--- src/rtl/core/ssmf_pkg.sv ---
`default_nettype none
// ----------------------------------------------------------------------------
// ssmf_pkg
// Shared types and constants for the stereo soft-mute fader.
// ----------------------------------------------------------------------------
package ssmf_pkg;

	// fade rate is Q0.16 whatever the gain precision; threshold is Q1.16, in gain LSBs
	localparam int RATE_BITS      = 16;
	localparam int RATE_FRAC_BITS = 16;
	localparam int THR_BITS       = 17;
	localparam int CFG_DATA_BITS  = 17;
	localparam int CFG_IDX_BITS   = 1;

	localparam logic [RATE_BITS-1:0] RATE_RESET = 16'd328;
	localparam logic [THR_BITS-1:0]  THR_RESET  = 17'd1;

	localparam logic [CFG_IDX_BITS-1:0] CFG_FADE_RATE      = 1'b0;
	localparam logic [CFG_IDX_BITS-1:0] CFG_NEAR_THRESHOLD = 1'b1;

	typedef enum logic [2:0] {
		MODE_UNMUTED = 3'd0,
		MODE_MUTED   = 3'd1,
		MODE_DOWN    = 3'd2,
		MODE_UP      = 3'd3,
		MODE_INITIAL = 3'd4
	} mode_t;

	typedef enum logic [2:0] {
		ST_IDLE,
		ST_STEP,
		ST_UPD,
		ST_MUL_L,
		ST_MUL_R,
		ST_FIN
	} seq_state_t;

endpackage
`default_nettype wire

--- src/rtl/core/ssmf_mul.sv ---
`default_nettype none
// ----------------------------------------------------------------------------
// ssmf_mul
// Shared signed by unsigned multiplier with a registered product.
// ----------------------------------------------------------------------------
module ssmf_mul #(
	parameter int A_BITS = 24,
	parameter int B_BITS = 17
) (
	input  wire                          clk,
	input  wire                          en,
	input  wire logic signed [A_BITS-1:0] a,
	input  wire logic [B_BITS-1:0]        b,
	output logic signed [A_BITS+B_BITS:0] prod_q
);

	logic signed [A_BITS+B_BITS:0] prod;

	assign prod = (A_BITS + B_BITS + 1)'(a) * (A_BITS + B_BITS + 1)'($signed({1'b0, b}));

	always_ff @(posedge clk) begin
		if (en) begin
			prod_q <= prod;
		end
	end

endmodule
`default_nettype wire

--- src/rtl/core/stereo_soft_mute_fader.sv ---
`default_nettype none
// ----------------------------------------------------------------------------
// stereo_soft_mute_fader
// Stereo soft mute with exponential gain ramps on mute edges.
// ----------------------------------------------------------------------------
// One item is taken at a time. After its transfer it runs through ST_MUL_L,
// ST_MUL_R and ST_FIN before the next transfer; a fade step puts ST_STEP and
// ST_UPD ahead of them. All products go through one shared multiplier in
// turn: fade rate times distance, then left times gain, then right times
// gain. A finished result sits in the output register, so the next item may
// be taken while it waits; the block stalls only if a second result is ready
// before the first has gone out.
module stereo_soft_mute_fader #(
	parameter int SAMPLE_BITS    = 24,
	parameter int GAIN_FRAC_BITS = 16
) (
	input  wire clk,
	input  wire arst_n,
	// config write port
	input  wire                                         cfg_we,
	input  wire logic [ssmf_pkg::CFG_IDX_BITS-1:0]      cfg_idx,
	input  wire logic [ssmf_pkg::CFG_DATA_BITS-1:0]     cfg_data,
	// input stream
	input  wire                                         s_tvalid,
	output logic                                        s_tready,
	// mute, left_in, right_in
	input  wire logic [((2*SAMPLE_BITS+1+7)/8)*8-1:0]   s_tdata,
	// output stream
	output logic                                        m_tvalid,
	input  wire                                         m_tready,
	// left_out, right_out, gain_now, mode_now
	output logic [((2*SAMPLE_BITS+GAIN_FRAC_BITS+4+7)/8)*8-1:0] m_tdata
);

	localparam int SB = SAMPLE_BITS;
	localparam int GF = GAIN_FRAC_BITS;
	localparam int GB = GF + 1;
	localparam int OW = ((2*SAMPLE_BITS+GAIN_FRAC_BITS+4+7)/8)*8;
	localparam int MA = (SB > ssmf_pkg::RATE_BITS + 1) ? SB : ssmf_pkg::RATE_BITS + 1;
	localparam int PW = MA + GB + 1;
	localparam int CW = (GB > ssmf_pkg::THR_BITS) ? GB : ssmf_pkg::THR_BITS;

	localparam logic [GB-1:0] GAIN_ONE = {1'b1, {GF{1'b0}}};
	localparam logic signed [PW-1:0] SMAX = {{(PW-SB+1){1'b0}}, {(SB-1){1'b1}}};
	localparam logic signed [PW-1:0] SMIN = ~SMAX;
	localparam logic signed [PW-1:0] RND  = {{(PW-GF){1'b0}}, {GF{1'b1}}};

	// input fields
	logic                 in_mute;
	logic signed [SB-1:0] in_left;
	logic signed [SB-1:0] in_right;

	assign in_mute  = s_tdata[0];
	assign in_left  = s_tdata[SB:1];
	assign in_right = s_tdata[2*SB:SB+1];

	// state
	ssmf_pkg::seq_state_t state_q, state_d;
	ssmf_pkg::mode_t      mode_q, mode_e, mode_n;
	logic [GB-1:0]        gain_q, gain_e, gain_n;
	logic                 known_q, last_q;
	logic [ssmf_pkg::RATE_BITS-1:0] rate_q;
	logic [ssmf_pkg::THR_BITS-1:0]  thr_q;
	logic [GB-1:0]        dist_q, dist_n;
	logic                 up_q, up_n;
	logic                 need_step;
	logic signed [SB-1:0] left_in_q, right_in_q, left_res_q;

	// output register
	logic                 m_tvalid_q;
	logic signed [SB-1:0] left_out_q, right_out_q;
	logic [GB-1:0]        gain_out_q;
	ssmf_pkg::mode_t      mode_out_q;

	// sequencer strobes
	logic accept, out_load, mul_en;
	logic signed [MA-1:0] mul_a;
	logic [GB-1:0]        mul_b;
	logic signed [PW-1:0] prod_q;

	// mute edges first, then the mode update
	always_comb begin
		mode_e    = mode_q;
		gain_e    = gain_q;
		if (known_q) begin
			if (in_mute && !last_q) begin
				mode_e = ssmf_pkg::MODE_DOWN;
				gain_e = GAIN_ONE;
			end
			if (!in_mute && last_q) begin
				mode_e = ssmf_pkg::MODE_UP;
				gain_e = '0;
			end
		end
		mode_n    = mode_e;
		gain_n    = gain_e;
		need_step = 1'b0;
		dist_n    = gain_e;
		up_n      = 1'b0;
		case (mode_e)
			ssmf_pkg::MODE_INITIAL: begin
				mode_n = in_mute ? ssmf_pkg::MODE_MUTED : ssmf_pkg::MODE_UNMUTED;
			end
			ssmf_pkg::MODE_MUTED: begin
				gain_n = '0;
			end
			ssmf_pkg::MODE_UNMUTED: begin
				gain_n = GAIN_ONE;
			end
			ssmf_pkg::MODE_DOWN: begin
				dist_n = gain_e;
				if (CW'(dist_n) <= CW'(thr_q)) begin
					mode_n = ssmf_pkg::MODE_MUTED;
					gain_n = '0;
				end else begin
					need_step = 1'b1;
				end
			end
			ssmf_pkg::MODE_UP: begin
				dist_n = GAIN_ONE - gain_e;
				up_n   = 1'b1;
				if (CW'(dist_n) <= CW'(thr_q)) begin
					mode_n = ssmf_pkg::MODE_UNMUTED;
					gain_n = GAIN_ONE;
				end else begin
					need_step = 1'b1;
				end
			end
			default: begin
				mode_n = ssmf_pkg::MODE_INITIAL;
			end
		endcase
	end

	// fade step from rate * distance, at least one lsb
	logic [GB-1:0] step_raw, step;
	assign step_raw = prod_q[ssmf_pkg::RATE_FRAC_BITS +: GB];
	assign step     = (step_raw == '0) ? GB'(1) : step_raw;

	// truncate toward zero, then saturate to the sample range
	logic signed [PW-1:0] adj, shr;
	logic signed [SB-1:0] sat;
	always_comb begin
		adj = prod_q + (prod_q[PW-1] ? RND : '0);
		shr = adj >>> GF;
		if (shr > SMAX) begin
			sat = SMAX[SB-1:0];
		end else if (shr < SMIN) begin
			sat = SMIN[SB-1:0];
		end else begin
			sat = shr[SB-1:0];
		end
	end

	always_ff @(posedge clk or negedge arst_n) begin
		if (!arst_n) begin
			state_q <= ssmf_pkg::ST_IDLE;
		end else begin
			state_q <= state_d;
		end
	end

	always_comb begin
		state_d  = state_q;
		s_tready = 1'b0;
		accept   = 1'b0;
		out_load = 1'b0;
		mul_en   = 1'b0;
		mul_a    = MA'(left_in_q);
		mul_b    = gain_q;
		case (state_q)
			ssmf_pkg::ST_IDLE: begin
				s_tready = 1'b1;
				if (s_tvalid) begin
					accept  = 1'b1;
					state_d = need_step ? ssmf_pkg::ST_STEP : ssmf_pkg::ST_MUL_L;
				end
			end
			ssmf_pkg::ST_STEP: begin
				mul_en  = 1'b1;
				mul_a   = MA'($signed({1'b0, rate_q}));
				mul_b   = dist_q;
				state_d = ssmf_pkg::ST_UPD;
			end
			ssmf_pkg::ST_UPD: begin
				state_d = ssmf_pkg::ST_MUL_L;
			end
			ssmf_pkg::ST_MUL_L: begin
				mul_en  = 1'b1;
				state_d = ssmf_pkg::ST_MUL_R;
			end
			ssmf_pkg::ST_MUL_R: begin
				mul_en  = 1'b1;
				mul_a   = MA'(right_in_q);
				state_d = ssmf_pkg::ST_FIN;
			end
			ssmf_pkg::ST_FIN: begin
				if (!m_tvalid_q || m_tready) begin
					out_load = 1'b1;
					state_d  = ssmf_pkg::ST_IDLE;
				end
			end
			default: begin
				state_d = ssmf_pkg::ST_IDLE;
			end
		endcase
	end

	ssmf_mul #(
		.A_BITS(MA),
		.B_BITS(GB)
	) u_mul (
		.clk   (clk),
		.en    (mul_en),
		.a     (mul_a),
		.b     (mul_b),
		.prod_q(prod_q)
	);

	// control and fader state
	always_ff @(posedge clk or negedge arst_n) begin
		if (!arst_n) begin
			mode_q     <= ssmf_pkg::MODE_INITIAL;
			gain_q     <= GAIN_ONE;
			known_q    <= 1'b0;
			last_q     <= 1'b0;
			rate_q     <= ssmf_pkg::RATE_RESET;
			thr_q      <= ssmf_pkg::THR_RESET;
			m_tvalid_q <= 1'b0;
		end else begin
			if (cfg_we) begin
				case (cfg_idx)
					ssmf_pkg::CFG_FADE_RATE: begin
						rate_q <= cfg_data[ssmf_pkg::RATE_BITS-1:0];
					end
					ssmf_pkg::CFG_NEAR_THRESHOLD: begin
						thr_q <= cfg_data[ssmf_pkg::THR_BITS-1:0];
					end
					default: begin
					end
				endcase
			end
			if (accept) begin
				known_q <= 1'b1;
				last_q  <= in_mute;
				mode_q  <= mode_n;
				gain_q  <= gain_n;
			end
			if (state_q == ssmf_pkg::ST_UPD) begin
				gain_q <= up_q ? gain_q + step : gain_q - step;
			end
			if (out_load) begin
				m_tvalid_q <= 1'b1;
			end else if (m_tready) begin
				m_tvalid_q <= 1'b0;
			end
		end
	end

	// payload registers
	always_ff @(posedge clk) begin
		if (accept) begin
			left_in_q  <= in_left;
			right_in_q <= in_right;
			dist_q     <= dist_n;
			up_q       <= up_n;
		end
		if (state_q == ssmf_pkg::ST_MUL_R) begin
			left_res_q <= sat;
		end
		if (out_load) begin
			left_out_q  <= left_res_q;
			right_out_q <= sat;
			gain_out_q  <= gain_q;
			mode_out_q  <= mode_q;
		end
	end

	assign m_tvalid = m_tvalid_q;
	assign m_tdata  = OW'({mode_out_q, gain_out_q, right_out_q, left_out_q});

endmodule
`default_nettype wire

--- config.mk ---
export PLATFORM = sky130hd
export DESIGN_NAME = stereo_soft_mute_fader
export DESIGN_NICKNAME = d
export VERILOG_FILES = /design/src/rtl/core/ssmf_pkg.sv /design/src/rtl/core/ssmf_mul.sv /design/src/rtl/core/stereo_soft_mute_fader.sv
export SDC_FILE = /design/constraint.sdc
export NUM_CORES = 2
export LEC_CHECK = 0
export ABC_AREA = 1
export BUFFER_PORTS_ARGS = -buffer_cell sky130_fd_sc_hd__buf_4
export CORE_ASPECT_RATIO = 2
export CORE_MARGIN = 4
export CORE_UTILIZATION = 55
export DETAILED_ROUTE_END_ITERATION = 12
export PLACE_DENSITY_LB_ADDON = 0.08
export SLEW_MARGIN = 20
export SYNTH_ARGS = -nofsm -noshare
export SYNTH_HDL_FRONTEND = slang
export SYNTH_SLANG_ARGS = --single-unit
--- constraint.sdc ---
create_clock -name clk -period 6.2 [get_ports clk]
set_input_delay 0.62 -clock clk [delete_from_list [all_inputs] [get_ports clk]]
set_output_delay 0.62 -clock clk [all_outputs]
set_load 0.05 [all_outputs]
Word-level counts from Yosys, hierarchy flattened --
Cells that the tools add are included.
Storage, ports and cells: flip-flop bits (word level) 259, bits in latches 0, memory bits (writable) 0, memory bits (read-only) 0, input bits 79, output and inout bits 74, word-level logic and storage cells 94, memories kept 0
Cells by class: $add $sub $neg 4, multipliers 1, div/mod/pow operators 0, magnitude comparators 4, equality and inequality tests 11, shift-type cells 0, multiplexer cells 39, bitwise gates (word level) 1, reduce and logical (&&, ||, !) cells 16
Operators with widths (count):
- 2-to-1 mux 17 bit | 11
- one-hot mux 17 bit (4 select lines) | 1
- 2-to-1 mux 24 bit | 2
- one-hot mux 24 bit (2 select lines) | 1
- adder 42 x 16 -> 42 bit | 1
- multiplier 24 x 18 -> 42 bit | 1
- less-or-equal comparator 17 bit | 2
- > comparator 26 x 24 -> 1 bit (second input constant) | 1
- < comparator 26 x 24 -> 1 bit (second input constant) | 1
- 2-to-1 mux 3 bit | 7
- one-hot mux 3 bit (6 select lines) | 1
- adder 17 bit | 1
- zero test 17 bit | 1
- subtractor 17 bit | 1
- subtractor 17 bit (first input constant) | 1
- 2-to-1 mux 16 bit | 1
- equality test 3 x 2 -> 1 bit (second input constant) | 4
- 2-to-1 mux 1 bit | 12
- one-hot mux 3 bit (4 select lines) | 1
- equality test 3 bit (second input constant) | 3
- equality test 3 x 1 -> 1 bit (second input constant) | 2
- zero test 3 bit | 2
- AND reduction 2 bit | 3
- != test 2 bit (second input constant) | 2
- 9 further kinds | 13

Longest topological paths before layout --
word-level depth 12, mapped depth 33, mapped depth without buffers 32

By module --
A second synthesis with hierarchy kept.
Unflattened totals: cell total of the unflattened synthesis 3762, area, all modules 30123.9 µm²
Modules (own cells, without submodules):
- ssmf_mul | instances 1, cells each 2280, area an instance 17536.8 µm², sequential area each 1261.2 µm²
- stereo_soft_mute_fader | instances 1, cells each 1482, area an instance 12587.1 µm², sequential area each 6228.5 µm²

Worst setup path before layout --
No wires, ideal clock.
path kind reg-to-reg, start register state_q[1], end register u_mul.prod_q[41] (data pin), setup time 0.260 ns, data arrival time 6.167 ns, required time 5.940 ns, setup slack -0.227 ns, cell stages (with the launch flop) 30, path buffers 1, period minus slack after synthesis 6.427 ns, cell sequence dfrtp_1 nor2_1 nand2_1 inv_2 buf_2 a22o_1 a21oi_1 inv_1 nand2_1 fa_1 inv_1 fa_1 inv_1 fa_1 inv_1 fa_1 fa_1 inv_1 fa_1 inv_1 ha_1 a21oi_1 o21ai_0 a21oi_1 o21ai_0 nand3_1 nand2_1 nand2_1 nand2_1 xor2_1
Between the ends: word-level cells in the longest chain between the ends 3, elaborated cells between the ends (all ways) 5, classes of those cells 1 x mul; 2 x eq/ne; 2 x mux
RTL lines:
- start: declaration | line stereo_soft_mute_fader.sv:58 | ssmf_pkg::seq_state_t state_q, state_d;
- start signal: assignment | line stereo_soft_mute_fader.sv:157 | state_q <= ssmf_pkg::ST_IDLE;
- start signal: assignment | line stereo_soft_mute_fader.sv:159 | state_q <= state_d;
- equality test 3 bit or equality test 3 x 1 -> 1 bit (tied branches) | line stereo_soft_mute_fader.sv:171 | case (state_q)
- one-hot mux 24 bit (2 select lines) or 2-to-1 mux 17 bit (tied branches) | line stereo_soft_mute_fader.sv:171
- multiplier 24 x 18 -> 42 bit (*) | line ssmf_mul.sv:19 | assign prod = (A_BITS + B_BITS + 1)'(a) * (A_BITS + B_BITS + 1)'($signed({1'b0, b}));
- net u_mul.prod[41] | line ssmf_mul.sv:17 | logic signed [A_BITS+B_BITS:0] prod;
- end signal: assignment | line ssmf_mul.sv:23 | prod_q <= prod;
- end: declaration | line ssmf_mul.sv:14 | output logic signed [A_BITS+B_BITS:0] prod_q
The timed path passes the listed nets; every way through them passes the cells marked *. A chain may end at the register's enable or synchronous reset.

Worst setup path after layout --
start register state_q[1], end register u_mul.prod_q[28] (data pin)
Same word-level chain as after synthesis.

==> summary.md <==
| Metric | Value |
|---|---|
| Cell count after synthesis | 3273 |
| Layout Skew | 0.0347 ns |
| Failing checks | setup timing |
| CP required | 6.49 ns |
| Critical path class | flip-flop to flip-flop |
| Worst Setup End Kind | flip-flop |
| Total negative setup slack | -7.23 ns |
| Max Root-Sink Buffers | 3 |
| Detail Route Antenna Nets | 0 |
| CP arrival | 6.85 ns |
| Total wire length | 93800 µm |
| Synth Area in XOR/XNOR | 2.06% |
| Drc violations | 0 |
| Initial antenna violation count | 0 |
| Final min period | 6.56 ns |
| DR WL met3 | 4330 µm |
| Max Slew Vio Count | 0 |
| Worst-Margin Slew | 1.09 ns |
| GRT Total Usage | 34.1% |
| Worst path max stage delay | 0.61 ns |
| Worst reg-to-reg path cell count | 29 |
| Most frequent cells in the layout | 677 x nand2_1, 602 x inv_1, 459 x buf_4 |
| Layout cells sized above 1 | 25.2% |
| Row count | 117 |
| EDFF count, synth | 200 |
| DRT iter0 DRCs | 1294 |
| CTS hold repair buffers | 0 |
| FMAX | 152 MHz |
| Top Layer Used | met4 |
| Final number of hold-violating endpoints | 0 |
| Setup crit start kind | flip-flop |
| Largest net degree at the start of global routing | 76 |
| Main flop type after synthesis | edfxtp_1 |
| Worst r2r src | state_q[1] |
| Core area | 51100 µm² |
| Hold Crit Class | input pin to async pin |
| Worst-path clk slew | 0.07 ns |
| Vias in the first global route | 26600 |
| Met2 wire len | 51100 µm |
| Die area | 55600 µm² |
| DP Wirelength | 78400 µm |
| Mux share of post-synthesis cell area | 0% |
| Yosys top cell by area | fa_1 |
| Drt first pass iters | 5 |
| Htree depth | 1 |
| Synth top area share | 28.3% |
| YS warnings | 0 |
| Cell Area, Synth | 28400 µm² |
| # port buffers | 141 |
| Setup violations, final | 28 |
| Initial Util | 55.6% |
| I/O Pins | 153 |
| Leading cell type in the layout, fill and taps excluded | nand2_1 |
| Ranking of synthesized cells by area | fa_1 28%, edfxtp_1 21%, nand2_1 9.5% |
| Yosys cell types | 57 |
| Synthesis-stage register bit count | 259 |
| Compound-Gate Fraction of Synth Area | 6.77% |
| First-pass GRT wire length | 144000 µm |
| Reg2Reg Capture Point | u_mul.prod_q[28] |
| Clk root buf | clkbuf_16 |
| R2R setup slack | -0.36 ns |
| Syn_area_per_cell | 8.69 µm² |
| TritonCTS clock tree | done |
| Status | complete, but fails checks |
| Setup ws final | -0.359 ns |
| Clk_lat worst skew | 0.57 ns |
| Via count | 24100 |
| Largest family of logic cells by synthesized area | adder cells |
| TritonCTS buffer count | 25 |
| GPL Wtd Cong | 1.02 |
| GRT overflow | 0 |
| Post-synth ARST share | 22.8% |
| RSZ-0062 raised after global routing | yes |
| Die extent in y | 330 µm |
| Worst-path fanout max | 5 |
| Worst hold slack | 0.109 ns |
| Adder-cell area share of the yosys netlist | 35.7% |
| Worst setup path start | state_q[1] |
| Fin nets | 4405 |
| CP max stage cell | fa_2 |
| Via/cell ratio | 5.45 |
| Rel. slew slack | 26.8% |
| Antenna cells | 0 |
| Final period utilization | 106% |
| Met1 WL | 28000 µm |
| End point of the critical path | u_mul.prod_q[28] |
| CTS sink count | 259 |
| Sequential area share after synthesis | 26.3% |
| Max-capacitance violation count | 0 |
| Routed len/inst | 21.2 µm |
| Simple-gate portion of the synthesized area | 18.6% |
| Die X | 169 µm |
| Layout area overhead | 25.3% |
synth_stat cells (3+ instances only):
cell / instances
ha_1: 168
clkbuf_1: 24
edfxtp_1: 200
nor2_4: 6
buf_2: 41
o21ai_2: 9
fa_1: 402
nand2_1: 716
nand3b_1: 5
a21oi_2: 7
nor2_1: 373
or2_2: 3
a31oi_1: 10
dfstp_2: 6
a21boi_0: 4
inv_2: 17
a21o_1: 15
nand3_1: 94
a21oi_4: 3
nor4_1: 5
clkinv_1: 7
o21bai_1: 4
a21boi_1: 4
nand4_1: 20
xnor2_1: 15
buf_1: 5
and2_1: 4
a22o_1: 16
nor2_2: 15
nand3_2: 6
xor2_1: 50
nand2_4: 3
buf_6: 4
o21ai_1: 11
o211ai_1: 6
a21oi_1: 111
nand2_2: 11
buf_4: 6
o21a_1: 3
o21ai_0: 118
dfrtp_1: 53
inv_1: 656
nor3_1: 19
repair_timing:
item	in CTS	in global routing
pin swaps	22	72
setup buffers	16	41
gates cloned	0	2
gates resized for setup	178	257
setup endpoints to repair	32	30
cell families (layout without fill, tap and decap cells):
group                      after synthesis  in the layout
and+or+nand+nor                       1287           1287
buffers and inverters                  762           1261
adders and majority gates              570            570
AOI/OAI and AO/OA                      328            328
DFF                                    259            259
xor gates and xnor gates                66             66
other                                    1              4
layout make-up:
type                    count  area [µm²]
clock buffers              31         648
clock inverters            15         218
fillers                  4025       15500
inverters                 680        2590
multi-input cells        2255       19300
flip-flops and latches    259        7490
well taps                 654         818
repair buffers            535        4580
per-layer routing:
metal | GRT usage (%) | up-vias
met5 | 0 | -
li1 | - | 11000
met3 | 4.45 | 453
met2 | 64.6 | 882
met4 | 29.1 | 0
met1 | 31.3 | 11800
worst max-delay path, delay by kind of cell, from the launching register on:
family / cells / cell delay, ns
AOI/OAI and AO/OA: 6 / 1.04
xor gates and xnor gates: 1 / 0.17
adders and majority gates: 7 / 3.35
buffers and inverters: 10 / 0.95
DFF: 1 / 0.43
and+or+nand+nor: 5 / 0.33
metrics by stage:
step	cell area, µm²	setup WS, ns	util [%]	cells
after CTS	34300	-0.355	67.2	4387
final	35600	-0.359	69.7	4429
after global routing	35600	-0.602	69.7	4429
after global placement	32700	-0.670	64.0	4325
after floorplan	28500	0.00131	-	3276
after detailed placement	32700	-0.789	64.0	4325
how the worst min path moves through the flow:
stage / from / to / cells after the start
after global routing: arst_n / known_q / 1
after CTS: arst_n / known_q / 1
after floorplan: arst_n / gain_q[0] / 0
after detailed placement: left_res_q[10] / left_out_q[10] / 0
after global placement: left_res_q[8] / left_out_q[8] / 0
final: arst_n / known_q / 1
state kept, by name, summed over array words and instances, names as in the netlist, 3 cells and up:
register / count
left_out_q: 24
mode_q: 3
gain_q: 17
state_q: 3
right_out_q: 24
gain_out_q: 17
thr_q: 17
u_mul.prod_q: 42
left_in_q: 24
right_in_q: 24
mode_out_q: 3
left_res_q: 24
rate_q: 16
dist_q: 17
Power is not shown: default switching activity piles up to over one toggle a cycle in this logic, so the estimate is an artifact.
